--- src/rtl/bmprle8_pkg.sv ---
`timescale 1ns / 1ps
// ----------------------------------------------------------------------------
// bmprle8_pkg
// Shared types and constants of the BMP RLE8 stream decoder.
// ----------------------------------------------------------------------------
package bmprle8_pkg;

    localparam int unsigned MAX_DIMENSION_DEF = 4096;

    localparam int unsigned DIM_REG_W = 13;
    localparam int unsigned BYTE_W    = 8;
    localparam int unsigned ROW_OUT_W = 12;
    localparam int unsigned COL_OUT_W = 12;
    localparam int unsigned STATUS_W  = 2;
    localparam int unsigned CFG_IDX_W = 1;

    // Configuration register indexes
    localparam logic [CFG_IDX_W-1:0] CFG_IMAGE_WIDTH  = 1'd0;
    localparam logic [CFG_IDX_W-1:0] CFG_IMAGE_HEIGHT = 1'd1;

    // Result status codes
    localparam logic [STATUS_W-1:0] ST_SPAN     = 2'd0;
    localparam logic [STATUS_W-1:0] ST_COMPLETE = 2'd1;
    localparam logic [STATUS_W-1:0] ST_ERROR    = 2'd2;
    localparam logic [STATUS_W-1:0] ST_UNUSED   = 2'd3;

    typedef enum logic [3:0] {
        PH_COUNT   = 4'd0,
        PH_VALUE   = 4'd1,
        PH_ESCAPE  = 4'd2,
        PH_LITERAL = 4'd3,
        PH_PAD     = 4'd4,
        PH_EOL1    = 4'd5,
        PH_EOL2    = 4'd6,
        PH_END1    = 4'd7,
        PH_END2    = 4'd8,
        PH_DONE    = 4'd9,
        PH_ERROR   = 4'd10
    } t_phase;

endpackage

--- src/rtl/bmp_rle8_decoder_unit.sv ---
`timescale 1ns / 1ps
// A byte passes the input register, then the result register; the phase/column/row update
// is combinational between them. Throughput: one stream byte per cycle while the result
// port is not stalled. A byte that yields no result produces no output transaction.
// Reset (synchronous, active low): decoder state clears to "expect run count", both
// pipeline registers empty, image width and height return to 1.
// ----------------------------------------------------------------------------
// bmp_rle8_decoder_unit
// BMP RLE8 stream decoder: one compressed byte in, at most one pixel span,
// image-complete mark or format error out.
// ----------------------------------------------------------------------------
module bmp_rle8_decoder_unit
    import bmprle8_pkg::*;
#(
    parameter int unsigned MAX_DIMENSION = MAX_DIMENSION_DEF
) (
    input  logic                  i_clk,
    input  logic                  i_rst_n,
    // configuration write channel
    input  logic                  i_cfg_valid,
    output logic                  o_cfg_ready,
    input  logic [CFG_IDX_W-1:0]  i_cfg_index,
    input  logic [DIM_REG_W-1:0]  i_cfg_data,
    // byte input channel
    input  logic                  i_in_valid,
    output logic                  o_in_stall,
    input  logic [BYTE_W-1:0]     i_data_byte,
    input  logic                  i_end_of_data,
    input  logic                  i_start_image,
    // result output channel
    output logic                  o_out_valid,
    input  logic                  i_out_stall,
    output logic [ROW_OUT_W-1:0]  o_row_index,
    output logic [COL_OUT_W-1:0]  o_column_start,
    output logic [BYTE_W-1:0]     o_span_length,
    output logic [BYTE_W-1:0]     o_pixel_value,
    output logic [STATUS_W-1:0]   o_status
);

    localparam int unsigned DIM_W = $clog2(MAX_DIMENSION + 1);
    localparam int unsigned ROW_W = $clog2(MAX_DIMENSION);
    localparam int unsigned CW    = ((DIM_W > DIM_REG_W) ? DIM_W : DIM_REG_W) + 1;
    localparam logic [CW-1:0] MAX_DIM_C = CW'(MAX_DIMENSION);

    // configuration registers
    logic [DIM_REG_W-1:0] r_image_width;
    logic [DIM_REG_W-1:0] r_image_height;

    // input register
    logic                 r_in_valid;
    logic [BYTE_W-1:0]    r_data_byte;
    logic                 r_end_of_data;
    logic                 r_start_image;

    // decoder state
    t_phase               r_phase,        n_phase;
    logic [DIM_W-1:0]     r_column,       n_column;
    logic [ROW_W-1:0]     r_stream_row,   n_stream_row;
    logic [BYTE_W-1:0]    r_run_count,    n_run_count;
    logic [BYTE_W-1:0]    r_literal_left, n_literal_left;
    logic                 r_literal_odd,  n_literal_odd;

    // result register
    logic                 r_out_valid,    n_out_valid;
    logic [ROW_OUT_W-1:0] r_row_index,    n_row_index;
    logic [COL_OUT_W-1:0] r_column_start, n_column_start;
    logic [BYTE_W-1:0]    r_span_length,  n_span_length;
    logic [BYTE_W-1:0]    r_pixel_value,  n_pixel_value;
    logic [STATUS_W-1:0]  r_status,       n_status;

    logic advance;
    logic process;

    // The input register drains whenever the result slot is free or being taken.
    assign advance     = !r_out_valid || !i_out_stall;
    assign process     = r_in_valid && advance;
    assign o_in_stall  = r_in_valid && !advance;
    assign o_cfg_ready = 1'b1;

    always_ff @(posedge i_clk) begin
        if (!i_rst_n) begin
            r_image_width  <= DIM_REG_W'(1);
            r_image_height <= DIM_REG_W'(1);
        end else if (i_cfg_valid) begin
            unique case (i_cfg_index)
                CFG_IMAGE_WIDTH:  r_image_width  <= i_cfg_data;
                CFG_IMAGE_HEIGHT: r_image_height <= i_cfg_data;
                default: ;
            endcase
        end
    end

    always_ff @(posedge i_clk) begin
        if (!i_rst_n) begin
            r_in_valid <= 1'b0;
        end else if (!o_in_stall) begin
            r_in_valid <= i_in_valid;
        end
    end

    always_ff @(posedge i_clk) begin
        if (!o_in_stall && i_in_valid) begin
            r_data_byte   <= i_data_byte;
            r_end_of_data <= i_end_of_data;
            r_start_image <= i_start_image;
        end
    end

    // ------------------------------------------------------------------
    // Decode step
    // ------------------------------------------------------------------
    logic [CW-1:0]     w_eff;
    logic [CW-1:0]     h_eff;
    t_phase            ph0;
    logic [DIM_W-1:0]  col0;
    logic [ROW_W-1:0]  row0;
    logic [BYTE_W-1:0] run0;
    logic [BYTE_W-1:0] lit_left0;
    logic              lit_odd0;
    logic [CW-1:0]     col_c;
    logic [CW-1:0]     row_c;
    logic [CW-1:0]     byte_c;
    logic [CW-1:0]     col_plus_byte;
    logic [CW-1:0]     row_out;
    logic              last_row;
    logic              stopped;
    logic              fail;
    logic              complete;
    logic              span;
    logic [BYTE_W-1:0] span_len;
    logic [BYTE_W-1:0] lit_dec;

    always_comb begin
        w_eff = (CW'(r_image_width) > MAX_DIM_C) ? MAX_DIM_C : CW'(r_image_width);
        h_eff = (CW'(r_image_height) > MAX_DIM_C) ? MAX_DIM_C : CW'(r_image_height);

        // start of a new image clears the state ahead of this byte
        if (r_start_image) begin
            ph0       = PH_COUNT;
            col0      = '0;
            row0      = '0;
            run0      = '0;
            lit_left0 = '0;
            lit_odd0  = 1'b0;
        end else begin
            ph0       = r_phase;
            col0      = r_column;
            row0      = r_stream_row;
            run0      = r_run_count;
            lit_left0 = r_literal_left;
            lit_odd0  = r_literal_odd;
        end

        col_c         = CW'(col0);
        row_c         = CW'(row0);
        byte_c        = CW'(r_data_byte);
        col_plus_byte = col_c + byte_c;
        row_out       = h_eff - CW'(1) - row_c;
        last_row      = (row_c + CW'(1)) >= h_eff;
        stopped       = (ph0 == PH_DONE) || (ph0 == PH_ERROR);
        lit_dec       = lit_left0 - BYTE_W'(1);

        // a filled row or a finished image redirects the count phase
        if (ph0 == PH_COUNT) begin
            if (row_c >= h_eff) begin
                ph0 = PH_END1;
            end else if (col_c >= w_eff) begin
                ph0 = PH_EOL1;
            end
        end

        n_phase        = ph0;
        n_column       = col0;
        n_stream_row   = row0;
        n_run_count    = run0;
        n_literal_left = lit_left0;
        n_literal_odd  = lit_odd0;
        fail           = 1'b0;
        complete       = 1'b0;
        span           = 1'b0;
        span_len       = '0;

        unique case (ph0)
            PH_COUNT: begin
                if (r_data_byte == '0) begin
                    n_phase = PH_ESCAPE;
                end else if (col_plus_byte > w_eff) begin
                    fail = 1'b1;
                end else begin
                    n_run_count = r_data_byte;
                    n_phase     = PH_VALUE;
                end
            end
            PH_VALUE: begin
                span     = 1'b1;
                span_len = run0;
                n_column = col0 + DIM_W'(run0);
                n_phase  = PH_COUNT;
            end
            PH_ESCAPE: begin
                if (r_data_byte <= BYTE_W'(2) || col_plus_byte > w_eff) begin
                    fail = 1'b1;
                end else begin
                    n_literal_left = r_data_byte;
                    n_literal_odd  = r_data_byte[0];
                    n_phase        = PH_LITERAL;
                end
            end
            PH_LITERAL: begin
                span           = 1'b1;
                span_len       = BYTE_W'(1);
                n_column       = col0 + DIM_W'(1);
                n_literal_left = lit_dec;
                if (lit_dec == '0) begin
                    n_phase = lit_odd0 ? PH_PAD : PH_COUNT;
                end
            end
            PH_PAD: begin
                n_phase = PH_COUNT;
            end
            PH_EOL1: begin
                if (r_data_byte == '0) begin
                    n_phase = PH_EOL2;
                end else begin
                    fail = 1'b1;
                end
            end
            PH_EOL2: begin
                if (r_data_byte == '0) begin
                    if (last_row) begin
                        n_phase = PH_END1;
                    end else begin
                        n_stream_row = row0 + ROW_W'(1);
                        n_column     = '0;
                        n_phase      = PH_COUNT;
                    end
                end else if (r_data_byte == BYTE_W'(1) && last_row) begin
                    complete = 1'b1;
                end else begin
                    fail = 1'b1;
                end
            end
            PH_END1: begin
                if (r_data_byte == '0) begin
                    n_phase = PH_END2;
                end else begin
                    fail = 1'b1;
                end
            end
            PH_END2: begin
                if (r_data_byte == BYTE_W'(1)) begin
                    complete = 1'b1;
                end else begin
                    fail = 1'b1;
                end
            end
            default: begin
                fail = 1'b1;
            end
        endcase

        n_out_valid    = 1'b1;
        n_row_index    = '0;
        n_column_start = '0;
        n_span_length  = '0;
        n_pixel_value  = '0;
        n_status       = ST_SPAN;

        priority if (stopped) begin
            // hold everything after the end mark or an error
            n_phase        = ph0;
            n_column       = col0;
            n_stream_row   = row0;
            n_run_count    = run0;
            n_literal_left = lit_left0;
            n_literal_odd  = lit_odd0;
            n_out_valid    = 1'b0;
        end else if (complete) begin
            n_phase  = PH_DONE;
            n_status = ST_COMPLETE;
        end else if (fail || r_end_of_data) begin
            n_phase  = PH_ERROR;
            n_status = ST_ERROR;
        end else if (span) begin
            n_row_index    = row_out[ROW_OUT_W-1:0];
            n_column_start = col_c[COL_OUT_W-1:0];
            n_span_length  = span_len;
            n_pixel_value  = r_data_byte;
        end else begin
            n_out_valid = 1'b0;
        end
    end

    always_ff @(posedge i_clk) begin
        if (!i_rst_n) begin
            r_phase        <= PH_COUNT;
            r_column       <= '0;
            r_stream_row   <= '0;
            r_run_count    <= '0;
            r_literal_left <= '0;
            r_literal_odd  <= 1'b0;
        end else if (process) begin
            r_phase        <= n_phase;
            r_column       <= n_column;
            r_stream_row   <= n_stream_row;
            r_run_count    <= n_run_count;
            r_literal_left <= n_literal_left;
            r_literal_odd  <= n_literal_odd;
        end
    end

    always_ff @(posedge i_clk) begin
        if (!i_rst_n) begin
            r_out_valid <= 1'b0;
        end else if (advance) begin
            r_out_valid <= r_in_valid && n_out_valid;
        end
    end

    always_ff @(posedge i_clk) begin
        if (process && n_out_valid) begin
            r_row_index    <= n_row_index;
            r_column_start <= n_column_start;
            r_span_length  <= n_span_length;
            r_pixel_value  <= n_pixel_value;
            r_status       <= n_status;
        end
    end

    assign o_out_valid    = r_out_valid;
    assign o_row_index    = r_row_index;
    assign o_column_start = r_column_start;
    assign o_span_length  = r_span_length;
    assign o_pixel_value  = r_pixel_value;
    assign o_status       = r_status;

endmodule

--- config.mk ---
export PLATFORM = sky130hd
export DESIGN_NAME = bmp_rle8_decoder_unit
export DESIGN_NICKNAME = d
export VERILOG_FILES = /design/src/rtl/bmprle8_pkg.sv /design/src/rtl/bmp_rle8_decoder_unit.sv
export SDC_FILE = /design/constraint.sdc
export NUM_CORES = 1
export LEC_CHECK = 0
export BUFFER_PORTS_ARGS = -buffer_cell sky130_fd_sc_hd__buf_2
export CAP_MARGIN = 20
export CORE_MARGIN = 2
export CORE_UTILIZATION = 50
export CTS_CLUSTER_SIZE = 24
export DETAILED_ROUTE_END_ITERATION = 8
export GPL_ROUTABILITY_DRIVEN = 0
export PLACE_DENSITY = 0.69
export SYNTH_ARGS = -nofsm -noshare
export SYNTH_HDL_FRONTEND = slang
export SYNTH_SLANG_ARGS = --single-unit
--- constraint.sdc ---
create_clock -name i_clk -period 7.2 [get_ports i_clk]
set_input_delay 1.44 -clock i_clk [delete_from_list [all_inputs] [get_ports i_clk]]
set_output_delay 1.44 -clock i_clk [all_outputs]
set_load 0.02 [all_outputs]
==> impl_metrics.ini <==
[run_status]
outcome = completed

[logic_synthesis]
synth_area_um2 = 8520
syn_area_per_cell_um2 = 8.60
postSynthCellCount = 990
synth_warnings = 0
synth_edf_count = 52
ys_seq_elements = 126
synth.distinct_cells = 82
synth_async_sr_flop_share_pct = 0
ys_seq_area_share_pct = 35.7
synth_nets = 1102
synthFlopType = dfxtp_1

[setup_path]
startpoint_type = flop
rr_startpoint = r_start_image$_DFFE_PP_
worstPathArrival_ns = 5.80
path_class = flop to flop
crit_start = r_start_image$_DFFE_PP_
regToRegSetupSlack_ns = 1.44
crit_fanout = 42
worst_ep_required_time_ns = 7.23
cp-end-kind = flop

[detailed_routing]
drc_errors = 0
drtIter0Drc = 626
vias_per_cell = 5.89
first_pass_iters = 5
finalWirelength_um = 22600
vias = 7493
detail-route-antenna-nets = 0
wl_per_cell_um = 17.7

[timing]
period_needed_ns = 5.76
max_freq_mhz = 173
skew_ns = 0.0103
slew_headroom_pct = 30.2
drv_slew = 0
finalSetupViolCount = 0
setup-tns-final_ns = 0
finalWorstSetupSlack_ns = 1.44
tightestPinTransition_ns = 1.05
fin_crit_sh_pct = 80.1
finalHoldViolations = 0
rsz0062_at_grt = no

[cells_and_area]
area_growth_pct = 12.6
finalInstanceArea_um2 = 9590
final_nets = 1151
drive_gt1_share_pct = 12.8
diodes = 0

[global_route]
grt_max_degree = 63
grt_pass1_vias = 6944
antenna_found_initial = 0
grt_overflow = 0
grt_usage_pct = 25.5
grt_pass1_wl_um = 36400

[pwr]
power_density_nw_per_um2 = 205
peakVddDrop_mv = 0.194
p_leak_nw = 4.07

[die]
dieWidth_um = 135
die_y_um = 135
ios = 74
coreArea_um2 = 16600
core.rowCount = 47
dieArea_um2 = 18100
initial_core_util_pct = 51.2

[clock_network]
clk_latency_ns = 0.42
root_buffer = clkbuf_16
cts_made_buffers = 17
tritoncts = built
post_cts_buffers = 0
clk_pin_slew_ns = 0.06
cts_sinks = 126
cts_resized = 0
cts_max_level = 4
hold_buffers = 0
cts_max_path_buffers = 2

[placed_design]
dp_worst_setup_slack_ns = 1.53
port_buffers = 72
dpl-instance-area_um2 = 8990
dp_hpwl_um = 16400

[hold_path]
hp-start = r_image_width[11]$_SDFFE_PN0P_
hp-class = flop to flop

[run]
drv_cap = 0
## per-layer routing
layer,wire (um),GRT usage (%),up-vias
met1,10700,37.6,3513
li1,-,-,3683
met3,1590,4.69,24
met5,0,0,-
met2,10000,39.1,273
met4,248,5.03,0
## flip-flops by register name, summed over array words and instances (netlist names), 2 cells and up
signal and count:
o_pixel_value 8, r_image_height 13, o_column_start 12, r_stream_row 12, r_column 13, o_row_index 12, r_run_count 8, o_status 2
r_image_width 13, r_data_byte 8, o_span_length 8, r_literal_left 8, r_phase 4
## cell usage after synthesis (all sizes together) (6+ instances only)
cell / count / share of area, %
nand2: 145 / 6.4
ha: 80 / 12
dfxtp: 74 / 17
a21oi: 71 / 4.2
nor2: 69 / 3.0
o21ai: 53 / 3.1
edfxtp: 52 / 18
inv: 45 / 2.0
clkbuf: 37 / 1.6
and2: 30 / 2.2
nor2b: 30 / 2.2
xnor2: 28 / 2.9
and3: 27 / 2.0
nor3: 23 / 1.5
nand3: 19 / 1.2
a21o: 15 / 1.3
a31oi: 12 / 0.88
xor2: 12 / 1.2
a32o: 11 / 1.3
buf: 11 / 0.85
a211oi: 10 / 1.0
nand4: 10 / 0.73
nand2b: 9 / 0.66
nor4: 8 / 0.84
o2bb2ai: 8 / 0.82
a31o: 6 / 0.62
a32oi: 6 / 0.71
## power by group
part / total, mW / leakage (nW) / internal [mW] / switching (mW)
logic: 0.288 / 2.67 / 0.102 / 0.186
registers: 0.802 / 1.11 / 0.776 / 0.0258
clock network: 0.875 / 0.289 / 0.521 / 0.354
## cells by family (layout without fill, tap and decap cells)
family | after synthesis | in the layout | synth area share [%]
AND/OR/NAND/NOR | 397 | 397 | 23.4
AO/OA/AOI/OAI | 250 | 250 | 19.8
flip-flops | 126 | 126 | 35.7
buffers and inverters | 93 | 155 | 4.47
adder cells (fa/ha/maj) | 83 | 83 | 12.5
XOR/XNOR | 40 | 40 | 4.11
other | 1 | 1 | 0.0440
## worst paths after layout
| path | endpoint | cells past startpoint |
|---|---|---|
| worst max-delay path | o_row_index[11]$_SDFFCE_PP0P_ | 22 |
| worst min-delay path | r_image_width[11]$_SDFFE_PN0P_ | 2 |
| worst max register to register | o_row_index[11]$_SDFFCE_PP0P_ | 22 |
| worst min register to register | r_image_width[11]$_SDFFE_PN0P_ | 2 |
## cell usage in the layout (no fill, tap or decap), drive strengths merged, types with 5 or more instances in the layout
cell	instances
a21o	15
a22oi	5
o2bb2ai	8
buf	78
nand2b	9
o31ai	5
a31oi	12
dfxtp	74
nor4	8
clkbuf	17
xor2	12
nand4	10
a32oi	6
nand3	19
and2	30
a32o	11
a31o	6
edfxtp	52
and4	5
nor2	69
inv	53
xnor2	28
nor2b	30
ha	80
nor3	23
and3	27
nand2	145
a211oi	10
o21ai	53
a21oi	71
a221oi	5
o21a	5
## layout make-up
class                   count  area (um2)
fillers                  1498        7050
multi-input cells         771        5100
flip-flops and latches    126        3040
clock buffers              17         425
repair buffers             78         405
well taps                 220         275
clock inverters            15         173
inverters                  45         169
## critical path, cell delays in order (launching register included)
cell	delay (ns)
edfxtp_1	0.39
inv_1	0.07
buf_4	0.26
nand2_1	0.16
inv_1	0.18
ha_1	0.26
a21o_1	0.18
a41oi_1	0.24
o21ai_0	0.27
a211oi_1	0.29
nor2_1	0.08
o21ai_0	0.20
xnor2_1	0.15
nor2_1	0.06
ha_1	0.33
nand4_1	0.10
nor3_1	0.28
a221oi_1	0.12
a31o_2	0.29
nand2_1	0.18
a32oi_2	0.23
nand4_1	0.16
and2_2	0.86
## per-stage QoR
stage / utilization [%] / power [mW] / cells / hold WS (ns)
after floorplan: - / 1.02 / 990 / 0.432
after global placement: 54.0 / 1.10 / 1240 / 0.444
after detailed placement: 54.0 / 1.10 / 1240 / 0.451
after CTS: 57.6 / 1.97 / 1272 / 0.459
after global routing: 57.6 / 2.04 / 1272 / 0.482
final: 57.6 / 1.96 / 1272 / 0.455
Note: power is estimated with default switching activity, not from simulation.
